## src/design/iirdf2_pkg.sv

```systemverilog
// Package for the transposed direct-form II IIR filter unit.
// Holds the item structs, command and accumulator codes, and the fixed-point limits.
// Depends on nothing; every other design file imports it.
package iirdf2_pkg;

  // Field widths fixed by the item format.
  localparam int CMD_W  = 2;
  localparam int TAP_W  = 4;
  localparam int COEF_W = 32;
  localparam int SAMP_W = 16;
  localparam int CFG_W  = 4;

  // Datapath widths: Q9.39 products, Q17.39 delay words, accumulator with headroom.
  localparam int PROD_W = COEF_W + SAMP_W;
  localparam int DW     = 56;
  localparam int ACC_W  = 58;

  // Output rounding: Q17.39 sum to Q1.15 sample.
  localparam int Y_SHIFT = 24;

  // Item commands.
  localparam logic [CMD_W-1:0] CMD_FILTER = 2'd0;
  localparam logic [CMD_W-1:0] CMD_WR_B   = 2'd1;
  localparam logic [CMD_W-1:0] CMD_WR_A   = 2'd2;
  localparam logic [CMD_W-1:0] CMD_CLEAR  = 2'd3;

  // Reset value of the active order register.
  localparam logic [CFG_W-1:0] ORDER_CFG_RST = 4'd2;

  // Saturation limits.
  localparam logic signed [DW-1:0]     DW_MAX = {1'b0, {(DW-1){1'b1}}};
  localparam logic signed [DW-1:0]     DW_MIN = {1'b1, {(DW-1){1'b0}}};
  localparam logic signed [SAMP_W-1:0] Y_MAX  = {1'b0, {(SAMP_W-1){1'b1}}};
  localparam logic signed [SAMP_W-1:0] Y_MIN  = {1'b1, {(SAMP_W-1){1'b0}}};

  // Accumulator operations applied to the registered product.
  typedef logic [1:0] acc_op_t;
  localparam acc_op_t ACC_HOLD = 2'd0;
  localparam acc_op_t ACC_LOAD = 2'd1;
  localparam acc_op_t ACC_SUB  = 2'd2;

  // Control from the sequencer to the multiply-accumulate unit.
  typedef struct packed {
    logic    mul_en;
    acc_op_t acc_op;
  } mac_ctl_t;

  typedef logic [CFG_W-1:0] order_cfg_t;

  typedef struct packed {
    logic [CMD_W-1:0]         command;
    logic [TAP_W-1:0]         tap_index;
    logic signed [COEF_W-1:0] coefficient;
    logic signed [SAMP_W-1:0] sample_in;
  } in_item_t;

  typedef struct packed {
    logic signed [SAMP_W-1:0] filtered_sample;
    logic                     saturated;
  } out_item_t;

endpackage

```

## src/design/iirdf2_mac.sv

```systemverilog
// Shared IIR multiply-accumulate: one 32x16 product per cycle while mul_en is set.
// The product is registered, then added to a new addend or subtracted from the sum.
// Depends on iirdf2_pkg.
module iirdf2_mac (
  input  logic                                   clk,
  input  iirdf2_pkg::mac_ctl_t                   ctl,
  input  logic signed [iirdf2_pkg::COEF_W-1:0]   coef,
  input  logic signed [iirdf2_pkg::SAMP_W-1:0]   mult,
  input  logic signed [iirdf2_pkg::DW-1:0]       addend,
  output logic signed [iirdf2_pkg::ACC_W-1:0]    acc
);
  import iirdf2_pkg::*;

  logic signed [PROD_W-1:0] prod_r;
  logic signed [ACC_W-1:0]  acc_r;
  logic signed [ACC_W-1:0]  acc_nxt;

  // Multiplier stage.
  always_ff @(posedge clk) begin
    if (ctl.mul_en) begin
      prod_r <= coef * mult;
    end
  end

  // Accumulator update from the registered product.
  always_comb begin
    case (ctl.acc_op)
      ACC_LOAD: acc_nxt = ACC_W'(addend) + ACC_W'(prod_r);
      ACC_SUB:  acc_nxt = acc_r - ACC_W'(prod_r);
      default:  acc_nxt = acc_r;
    endcase
  end

  always_ff @(posedge clk) begin
    acc_r <= acc_nxt;
  end

  assign acc = acc_r;

endmodule

```

## src/design/iir_filter_df2_transposed_unit.sv

```systemverilog
// Top level of the transposed direct-form II IIR filter: sequencer, coefficient
// and delay stores, output register. Depends on iirdf2_pkg and iirdf2_mac.
//
//   Channel | Direction | Handshake          | Payload
//   in_     | input     | in_valid/in_stall   | in_item_t
//   out_    | output    | out_valid/out_stall | out_item_t
//   cfg_    | input     | cfg_valid/cfg_ready | active order, 4 bits
//
// A filter command with n active delay words runs n + 1 taps through the
// shared multiplier, which makes two products per tap in states MB, MA, AC and WB.
// Coefficient writes and the delay clear do not stall the input.
// Reset (synchronous, rst_n low) zeroes both coefficient stores and the delay line
// through valid bits, and sets the active order to 2.
// A result waiting in the output register holds; a new item is still taken meanwhile.
module iir_filter_df2_transposed_unit #(
  parameter int ORDER = 8
) (
  input  logic                          clk,
  input  logic                          rst_n,
  input  logic                          in_valid,
  output logic                          in_stall,
  input  iirdf2_pkg::in_item_t          in_data,
  output logic                          out_valid,
  input  logic                          out_stall,
  output iirdf2_pkg::out_item_t         out_data,
  input  logic                          cfg_valid,
  output logic                          cfg_ready,
  input  iirdf2_pkg::order_cfg_t        cfg_data
);
  import iirdf2_pkg::*;

  localparam int KW  = $clog2(ORDER + 1);
  localparam int DAW = (ORDER > 1) ? $clog2(ORDER) : 1;

  localparam logic signed [ACC_W-1:0] ROUND_HALF = ACC_W'(1) <<< (Y_SHIFT - 1);

  localparam logic [2:0] S_IDLE = 3'd0;
  localparam logic [2:0] S_MB   = 3'd1;
  localparam logic [2:0] S_MA   = 3'd2;
  localparam logic [2:0] S_AC   = 3'd3;
  localparam logic [2:0] S_WB   = 3'd4;
  localparam logic [2:0] S_FIN  = 3'd5;

  logic [2:0]               state_r, state_nxt;
  logic [KW-1:0]            k_r, k_nxt;
  logic [KW-1:0]            n_r, n_nxt;
  logic signed [SAMP_W-1:0] x_r, x_nxt;
  logic signed [SAMP_W-1:0] y_r, y_nxt;
  logic                     flag_r, flag_nxt;
  order_cfg_t               cfg_order_r;
  logic                     out_valid_r, out_valid_nxt;
  out_item_t                out_data_r, out_data_nxt;

  logic                     in_acc;
  logic                     tap_ok;
  logic [KW-1:0]            n_eff;
  logic [KW-1:0]            n_cur;
  logic [KW-1:0]            rd_k;
  logic                     rd_en;
  logic                     d_rd_en;
  logic [KW-1:0]            wa;
  logic                     b_we, a_we, d_we, d_clr;
  logic [DAW-1:0]           d_wa;

  logic signed [COEF_W-1:0] b_mem [0:ORDER];
  logic signed [COEF_W-1:0] a_mem [0:ORDER];
  logic signed [DW-1:0]     d_mem [0:ORDER-1];
  logic [ORDER:0]           b_vld_r, a_vld_r;
  logic [ORDER-1:0]         d_vld_r;
  logic signed [COEF_W-1:0] b_q_r, a_q_r;
  logic signed [DW-1:0]     d_q_r;
  logic                     b_v_r, a_v_r, d_v_r, dsel_r;

  logic signed [COEF_W-1:0] b_val, a_val;
  logic signed [DW-1:0]     dterm;

  mac_ctl_t                 mac_ctl;
  logic signed [COEF_W-1:0] mac_coef;
  logic signed [SAMP_W-1:0] mac_mult;
  logic signed [ACC_W-1:0]  acc;

  logic signed [ACC_W-1:0]  y_sum, y_full;
  logic signed [SAMP_W-1:0] y_sat;
  logic                     y_clip;
  logic signed [DW-1:0]     d_clip;
  logic                     d_clipped;

  // Handshakes.
  assign in_stall  = (state_r != S_IDLE);
  assign in_acc    = in_valid && !in_stall;
  assign cfg_ready = 1'b1;
  assign out_valid = out_valid_r;
  assign out_data  = out_data_r;

  // Active order clamped to 1..ORDER.
  always_comb begin
    if (cfg_order_r == '0) begin
      n_eff = KW'(1);
    end else if (32'(cfg_order_r) > ORDER) begin
      n_eff = KW'(ORDER);
    end else begin
      n_eff = KW'(cfg_order_r);
    end
  end

  // Coefficient write decode.
  assign tap_ok = (32'(in_data.tap_index) <= ORDER);
  assign wa     = KW'(in_data.tap_index);
  assign b_we   = in_acc && (in_data.command == CMD_WR_B) && tap_ok;
  assign a_we   = in_acc && (in_data.command == CMD_WR_A) && tap_ok &&
                  (in_data.tap_index != '0);
  assign d_clr  = in_acc && (in_data.command == CMD_CLEAR);

  // Store reads: tap zero on acceptance, the next tap during write-back.
  assign n_cur   = (state_r == S_IDLE) ? n_eff : n_r;
  assign rd_k    = (state_r == S_IDLE) ? '0 : k_r + 1'b1;
  assign rd_en   = (in_acc && (in_data.command == CMD_FILTER)) ||
                   ((state_r == S_WB) && (k_r != n_r));
  assign d_rd_en = rd_en && (rd_k < n_cur);

  // Delay word write-back for taps one and above.
  assign d_we = (state_r == S_WB) && (k_r != '0);
  assign d_wa = DAW'(k_r - 1'b1);

  // Coefficient stores.
  always_ff @(posedge clk) begin
    if (b_we) begin
      b_mem[wa] <= in_data.coefficient;
    end
    if (a_we) begin
      a_mem[wa] <= in_data.coefficient;
    end
    if (rd_en) begin
      b_q_r <= b_mem[rd_k];
      a_q_r <= a_mem[rd_k];
    end
  end

  // Delay line store.
  always_ff @(posedge clk) begin
    if (d_we) begin
      d_mem[d_wa] <= d_clip;
    end
    if (d_rd_en) begin
      d_q_r <= d_mem[DAW'(rd_k)];
    end
  end

  // Valid bits stand in for the zero reset of the stores.
  always_ff @(posedge clk) begin
    if (!rst_n) begin
      b_vld_r <= '0;
      a_vld_r <= '0;
      d_vld_r <= '0;
      b_v_r   <= 1'b0;
      a_v_r   <= 1'b0;
      d_v_r   <= 1'b0;
      dsel_r  <= 1'b0;
    end else begin
      if (b_we) begin
        b_vld_r[wa] <= 1'b1;
      end
      if (a_we) begin
        a_vld_r[wa] <= 1'b1;
      end
      if (d_clr) begin
        d_vld_r <= '0;
      end else if (d_we) begin
        d_vld_r[d_wa] <= 1'b1;
      end
      if (rd_en) begin
        b_v_r  <= b_vld_r[rd_k];
        a_v_r  <= a_vld_r[rd_k];
        dsel_r <= d_rd_en;
      end
      if (d_rd_en) begin
        d_v_r <= d_vld_r[DAW'(rd_k)];
      end
    end
  end

  assign b_val = b_v_r ? b_q_r : '0;
  assign a_val = a_v_r ? a_q_r : '0;
  assign dterm = (dsel_r && d_v_r) ? d_q_r : '0;

  // Multiply-accumulate control: b*x, then a*y while the b product loads.
  always_comb begin
    mac_ctl.mul_en = (state_r == S_MB) || (state_r == S_MA);
    case (state_r)
      S_MA:    mac_ctl.acc_op = ACC_LOAD;
      S_AC:    mac_ctl.acc_op = (k_r == '0) ? ACC_HOLD : ACC_SUB;
      default: mac_ctl.acc_op = ACC_HOLD;
    endcase
  end

  assign mac_coef = (state_r == S_MA) ? a_val : b_val;
  assign mac_mult = (state_r == S_MA) ? y_r : x_r;

  iirdf2_mac u_mac (
    .clk    (clk),
    .ctl    (mac_ctl),
    .coef   (mac_coef),
    .mult   (mac_mult),
    .addend (dterm),
    .acc    (acc)
  );

  // Output sample: round half up, then saturate to Q1.15.
  always_comb begin
    y_sum  = acc + ROUND_HALF;
    y_full = y_sum >>> Y_SHIFT;
    if (y_full > ACC_W'(Y_MAX)) begin
      y_sat  = Y_MAX;
      y_clip = 1'b1;
    end else if (y_full < ACC_W'(Y_MIN)) begin
      y_sat  = Y_MIN;
      y_clip = 1'b1;
    end else begin
      y_sat  = SAMP_W'(y_full);
      y_clip = 1'b0;
    end
  end

  // Delay word saturation to Q17.39.
  always_comb begin
    if (acc > ACC_W'(DW_MAX)) begin
      d_clip    = DW_MAX;
      d_clipped = 1'b1;
    end else if (acc < ACC_W'(DW_MIN)) begin
      d_clip    = DW_MIN;
      d_clipped = 1'b1;
    end else begin
      d_clip    = DW'(acc);
      d_clipped = 1'b0;
    end
  end

  // Sequencer.
  always_comb begin
    state_nxt     = state_r;
    k_nxt         = k_r;
    n_nxt         = n_r;
    x_nxt         = x_r;
    y_nxt         = y_r;
    flag_nxt      = flag_r;
    out_valid_nxt = out_valid_r;
    out_data_nxt  = out_data_r;
    if (out_valid_r && !out_stall) begin
      out_valid_nxt = 1'b0;
    end
    case (state_r)
      S_IDLE: begin
        if (in_acc && (in_data.command == CMD_FILTER)) begin
          state_nxt = S_MB;
          k_nxt     = '0;
          n_nxt     = n_eff;
          x_nxt     = in_data.sample_in;
          flag_nxt  = 1'b0;
        end
      end
      S_MB: state_nxt = S_MA;
      S_MA: state_nxt = S_AC;
      S_AC: state_nxt = S_WB;
      S_WB: begin
        if (k_r == '0) begin
          y_nxt    = y_sat;
          flag_nxt = flag_r | y_clip;
        end else begin
          flag_nxt = flag_r | d_clipped;
        end
        if (k_r == n_r) begin
          state_nxt = S_FIN;
        end else begin
          k_nxt     = k_r + 1'b1;
          state_nxt = S_MB;
        end
      end
      S_FIN: begin
        if (!out_valid_r || !out_stall) begin
          out_valid_nxt                = 1'b1;
          out_data_nxt.filtered_sample = y_r;
          out_data_nxt.saturated       = flag_r;
          state_nxt                    = S_IDLE;
        end
      end
      default: state_nxt = S_IDLE;
    endcase
  end

  // Control registers.
  always_ff @(posedge clk) begin
    if (!rst_n) begin
      state_r     <= S_IDLE;
      k_r         <= '0;
      n_r         <= KW'(1);
      out_valid_r <= 1'b0;
      cfg_order_r <= ORDER_CFG_RST;
    end else begin
      state_r     <= state_nxt;
      k_r         <= k_nxt;
      n_r         <= n_nxt;
      out_valid_r <= out_valid_nxt;
      if (cfg_valid && cfg_ready) begin
        cfg_order_r <= cfg_data;
      end
    end
  end

  // Payload registers.
  always_ff @(posedge clk) begin
    x_r        <= x_nxt;
    y_r        <= y_nxt;
    flag_r     <= flag_nxt;
    out_data_r <= out_data_nxt;
  end

  // The tap counter never passes the latched order while a sample is in work.
  a_tap_in_range: assert property (@(posedge clk) disable iff (!rst_n)
    (state_r != S_IDLE) |-> ((k_r <= n_r) && (n_r != '0)))
    else $error("tap counter beyond active order");

  // An accepted filter command blocks further input on the next cycle.
  a_busy_after_filter: assert property (@(posedge clk) disable iff (!rst_n)
    (in_acc && (in_data.command == CMD_FILTER)) |=> in_stall)
    else $error("input not stalled while filtering");

  // A new result appears only from the final state of the sequence.
  a_result_from_fin: assert property (@(posedge clk) disable iff (!rst_n)
    $rose(out_valid_r) |-> $past(state_r == S_FIN))
    else $error("result raised outside final state");

  // Delay words are written back only inside the active order.
  a_write_in_order: assert property (@(posedge clk) disable iff (!rst_n)
    d_we |-> ((k_r - 1'b1) < n_r))
    else $error("delay word written beyond active order");

endmodule
```

## config.mk

```make
export PLATFORM = sky130hd
export DESIGN_NAME = iir_filter_df2_transposed_unit
export DESIGN_NICKNAME = d
export VERILOG_FILES = /design/src/design/iirdf2_pkg.sv /design/src/design/iirdf2_mac.sv /design/src/design/iir_filter_df2_transposed_unit.sv
export SDC_FILE = /design/constraint.sdc
export NUM_CORES = 2
export LEC_CHECK = 0
export BUFFER_PORTS_ARGS = -buffer_cell sky130_fd_sc_hd__buf_2
export CAP_MARGIN = 20
export CORE_UTILIZATION = 29
export CTS_CLUSTER_SIZE = 24
export DETAILED_ROUTE_END_ITERATION = 10
export SLEW_MARGIN = 30
export SYNTH_ARGS = -nofsm -noshare
export SYNTH_HDL_FRONTEND = slang
export SYNTH_SLANG_ARGS = --single-unit
```

## constraint.sdc

```tcl
create_clock -name clk -period 16.1 [get_ports clk]
set_input_delay 4.025 -clock clk [delete_from_list [all_inputs] [get_ports clk]]
set_output_delay 4.025 -clock clk [all_outputs]
set_load 0.005 [all_outputs]
```

# After elaboration in Yosys (flattened, before gate mapping)
# Memories as Yosys holds them, arrays and structs flattened. A register that Yosys moved wholly into a read port is not among the register bits.
# Cells that the tools add are included.
[classes]
reduce_logical = 37
shift = 0
eq_ne = 15
mux = 48
n_lt_le_gt_ge = 13
div = 0
n_addsub = 5
n_mul = 1
bitwise_logic = 6
[ops]
columns = ["operator", "n"]
rows = [
  ["$mux 56", 3],
  ["$pmux 58 s2", 1],
  ["$mux 32", 3],
  ["$add 58x25->58 const B", 1],
  ["$gt 58x56->1 const B", 1],
  ["$lt 58x56->1 const B", 1],
  ["$sub 58x48->58", 1],
  ["$add 56x48->57", 1],
  ["$mul 32x16->48", 1],
  ["$gt 34x16->1 const B", 1],
  ["$lt 34x16->1 const B", 1],
  ["$mux 16", 2],
  ["$mux 4", 6],
  ["$mux 1", 20],
  ["$or 9x9->9", 2],
  ["$pmux 3 s6", 1],
  ["$logic_and 1x1->1", 15],
  ["$lt 4x5->1 const B", 2],
  ["$reduce_and 2->1", 5],
  ["$mux 3", 3],
  ["$bmux 1 s4", 2],
  ["$logic_not 4->1", 2],
  ["$lt 3x4->1 const B", 2],
  ["$or 8x8->8", 1],
  ["other kinds (34)", 47],
]
[totals]
mem_count = 3
ff_bits = 202
latchBits = 0
ram_bits = 1024
output_inout_bits = 20
word_cells = 147
romBits = 0
[mem_list]
columns = ["memory", "words", "word_bits", "read_ports", "rd_ports_with_merged_regs", "wr", "line", "text"]
rows = [
  ["d_mem", 8, 56, 1, 1, 1, "iir_filter_df2_transposed_unit.sv:67", "logic signed [DW-1:0] d_mem [0:ORDER-1];"],
  ["a_mem", 9, 32, 1, 1, 1, "iir_filter_df2_transposed_unit.sv:66", "logic signed [COEF_W-1:0] a_mem [0:ORDER];"],
  ["b_mem", 9, 32, 1, 1, 1, "iir_filter_df2_transposed_unit.sv:65", "logic signed [COEF_W-1:0] b_mem [0:ORDER];"],
]

# Longest topological paths before layout
[logic_depth]
ltp_word = 8
depth_mapped = 32
depth_no_buf = 28

# Modules after synthesis
# Synthesis repeated with hierarchy kept, for this count alone.
[hier_totals]
cells_unflattened = 6648
area_unflattened_um2 = 76420.8
[by_module_without_submodules]
columns = ["module", "cells_each", "instances", "seq_area_each_um2", "area_per_inst_um2"]
rows = [
  ["iir_filter_df2_transposed_unit", 3437, 1, 36775.3, 48378.9],
  ["iirdf2_mac", 3211, 1, 3183.1, 28041.9],
]

# Worst setup path before layout
# Ideal clock, no wire load.
[synth_path]
path_type = "register to register"
startpoint = "register state_r[1]"
endpoint = "register u_mac.prod_r[34] (data pin)"
setup_slack_ns = 8.377
arrival_time_ns = 7.465
period_less_slack_ns = 7.723
stages_incl_launch_ff = 30
path_cell_list = "dfxtp_1 clkbuf_1 nand2b_1 nor2_1 and2_1 clkbuf_1 buf_1 a22o_1 clkbuf_1 nand2_1 fa_1 fa_1 fa_1 inv_1 fa_1 fa_1 inv_1 fa_1 inv_1 ha_1 a21o_1 a21o_1 a221oi_1 a21bo_2 a21oi_1 o211ai_1 a31o_1 a21oi_2 o21ai_1 xnor2_1"
[synth_between]
elab_chain_len = 3
elab_cells_between_ends = 4
classes_between = "mul: 1; eq/ne: 1; mux: 2"
[synth_rtl]
columns = ["element", "line", "text"]
rows = [
  ["from (decl)", "iir_filter_df2_transposed_unit.sv:44", "logic [2:0] state_r, state_nxt;"],
  ["from (signal assigned)", "iir_filter_df2_transposed_unit.sv:299", "state_r <= state_nxt;"],
  ["$eq 3x2->1 *", "iir_filter_df2_transposed_unit.sv:196, iir_filter_df2_transposed_unit.sv:197", ""],
  ["$mux 32 / $mux 16 (equally long branches)", "iir_filter_df2_transposed_unit.sv:196, iir_filter_df2_transposed_unit.sv:197", ""],
  ["$mul 32x16->48 *", "iirdf2_mac.sv:21", "prod_r <= coef * mult;"],
  ["to (signal assigned)", "iirdf2_mac.sv:21", ""],
  ["to (decl)", "iirdf2_mac.sv:14", "logic signed [PROD_W-1:0] prod_r;"],
]
# Mark *: on every way between the ends. The rest lies on a longest branch, timed or not.
# A chain may end at the register's enable or synchronous reset.

# Worst setup path in the final report
[layout_path]
startpoint = "register state_r[2]"
endpoint = "register u_mac.prod_r[42] (data pin)"
# Same word-level chain as after synthesis.

==> impl_metrics.tcl <==
set metrics [dict create \
    initial_core_util_pct 29.2 \
    synthArstFlopShare_pct 0 \
    antenna_found_initial 35 \
    status "complete, no violations" \
    setup_ws_ps 7000 \
    synth-seq-cells 1346 \
    die_y_um 516 \
    clkSlewWorstSetupHoldPaths_ps 60 \
    routed_wl_um 230000 \
    drc 0 \
    pre_cts_slack_ps 7170 \
    cts_tree "done" \
    final_cell_area_um2 86000 \
    grt_usage_pct 17.0 \
    num_rows 188 \
    max_cap_violations 0 \
    r2r_cells 26 \
    cts_resized 0 \
    fmax_mhz 110 \
    holdPathStages 1 \
    wl_per_cell_um 22.2 \
    synth_ff_type "edfxtp_1" \
    peakVddDrop_mv 0.0861 \
    yosysUniqueCellTypes 94 \
    netlist_top_cells_count "1300 x edfxtp_1, 1129 x nand2_1, 690 x inv_1, 488 x fa_1, 412 x nor2_1" \
    dieArea_um2 267000 \
    required_ps 16600 \
    yosys_warnings 0 \
    root_buffer "clkbuf_16" \
    grt_pass1_vias 53100 \
    path_max_fanout 64 \
    regToRegSetupSlack_ps 7000 \
    hold_path_class "register to register" \
    cts_max_level 4 \
    hold_viol 0 \
    drive_gt1_share_pct 8.11 \
    vias 53300 \
    cts.path.max_buffers 3 \
    p_per_area_nw_per_um2 111 \
    finalSetupViolCount 0 \
    synthToLayoutAreaGrowth_pct 12.0 \
    grt_max_degree 186 \
    finalCritPeriodShare_pct 56.5 \
    final_core_util_pct 32.7 \
    post_cts_buffers 0 \
    cp_common_cell "fa_1" \
    postSynthAreaPerCell_um2 11.3 \
    cp.arrival_ps 9600 \
    path_class "register to register" \
    cts_buffers 144 \
    place_congestion 0.946 \
    finalCriticalPeriod_ps 9100 \
    postRouteAntennaNets 0 \
    cts_sinks 1346 \
    netlist_area_um2 76700 \
    io_buffers 81 \
    grt_remaining_overflow 0 \
    drtPass1Iterations 6 \
    cp-end-kind "register" \
    coreArea_um2 263000 \
    num_io_pins 83 \
    postPlaceCellArea_um2 81300 \
    relSlewSlack_pct 22.1 \
    yosysMostFrequentCell "edfxtp_1" \
    cp-start-kind "register" \
    seq_area_um2 40000 \
    viasPerCell 5.13 \
    synth_edf_count 1300 \
    postSynthCellCount 6781 \
    finalNetCount 7538 \
    maxSlewViolCount 0 \
    cp_slowest_cell "a22o_1" \
    postCtsHoldBufs 0 \
    tightest_slew_ps 1170 \
    slowest_delay_ps 640 \
    synth.area.top_cells "edfxtp_1 51%, fa_1 13%, nand2_1 5.5%, ha_1 3.8%, inv_1 3.4%" \
    grt_pass1_wl_um 342000 \
    rsz0062_at_grt "no" \
    yosysTopAreaCell "edfxtp_1" \
    fillCellCount 26200 \
    yosysSeqAreaShare_pct 52.1 \
    chipWidth_um 516 \
    p_leak_nw 31.8 \
    multi_input_area_um2 33100 \
    drt_iter0_markers 5567 \
    clk_latency_ps 820 \
    finalSetupTns_ps 0 \
    clock_skew_ps 77.1 \
    yosysTopAreaCellShare_pct 50.9 \
    dp_hpwl_um 153000 \
]
==> sequential cells by signal (all words and copies together) (netlist names), 9 cells and up <==
| name | flops |
|---|---|
| d_q_r | 56 |
| b_vld_r | 9 |
| d_mem | 448 |
| b_q_r | 32 |
| a_vld_r | 9 |
| b_mem | 288 |
| y_r | 16 |
| a_q_r | 32 |
| a_mem | 288 |
| x_r | 16 |
| u_mac.acc | 58 |
| out_data | 17 |
| u_mac.prod_r | 48 |
==> cells by family after synthesis <==
family                   synth area share, %
buffers and inverters                   5.31
AND/OR/NAND/NOR                         12.0
other                                0.00979
XOR/XNOR                                2.04
adder cells (fa/ha/maj)                 16.5
AO/OA/AOI/OAI                           11.4
flip-flops                              52.1
multiplexers                           0.691
==> placed cells by master (no fill, tap or decap), types with 182 or more instances in the layout <==
master,Yosys,layout
inv_1,690,686
a21oi_1,323,322
o21ai_0,187,182
nor2_1,412,387
o221ai_1,246,246
nand2_1,1129,1125
fa_1,488,488
nand3_1,294,294
ha_1,234,233
edfxtp_1,1300,1300
==> layer usage <==
layer	global-route usage, %	up-vias	wire (um)
met5	0	-	131
met4	5.07	22	5820
met3	3.00	326	17500
met2	27.1	2028	107000
met1	23.5	27100	99400
li1	-	23800	-
==> worst max-delay path: cells and delay by family, from the launching register on <==
| kind | cells | cell delay [ps] |
|---|---|---|
| adders and majority gates | 7 | 3500 |
| buffers and inverters | 5 | 1210 |
| DFF | 1 | 430 |
| xor gates and xnor gates | 1 | 160 |
| AOI/OAI and AO/OA | 9 | 2620 |
| and+or+nand+nor | 4 | 770 |
==> final timing paths <==
| check | end | from |
|---|---|---|
| worst max register to register | u_mac.prod_r[42]$_DFFE_PP_ | state_r[2]$_SDFFE_PN0P_ |
| worst min register to register | d_vld_r[6]$_SDFFE_PP0P_ | d_vld_r[6]$_SDFFE_PP0P_ |
| worst max-delay path | u_mac.prod_r[42]$_DFFE_PP_ | state_r[2]$_SDFFE_PN0P_ |
| worst min-delay path | d_vld_r[6]$_SDFFE_PP0P_ | d_vld_r[6]$_SDFFE_PP0P_ |
==> through the flow <==
stage          hold WS (ps)  total power, mW  std cells
6_report                465             9.51      10400
5_1_grt                 490             9.95      10400
4_1_cts                 467             9.58      10400
3_5_place_dp            453             6.30      10100
3_3_place_gp            442             6.29      10100
2_1_floorplan           426             5.61       6812
==> where the power goes <==
part	internal [mW]	total (mW)	switching, mW
clock network	1.82	3.27	1.45
logic	0.758	2.16	1.40
registers	3.99	4.08	0.0877
total	6.57	9.51	2.94
==> layout make-up <==
type | instances | share of cell area, %
Clock buffer | 173 | 4.34
Sequential cell | 1346 | 46.5
Clock inverter | 77 | 1.05
Multi-Input combinational cell | 4389 | 38.6
Antenna cell | 8 | 0.0233
Tap cell | 3515 | 5.12
Inverter | 693 | 3.03
Timing Repair Buffer | 179 | 1.38
Power figures use the tool's default switching activity.
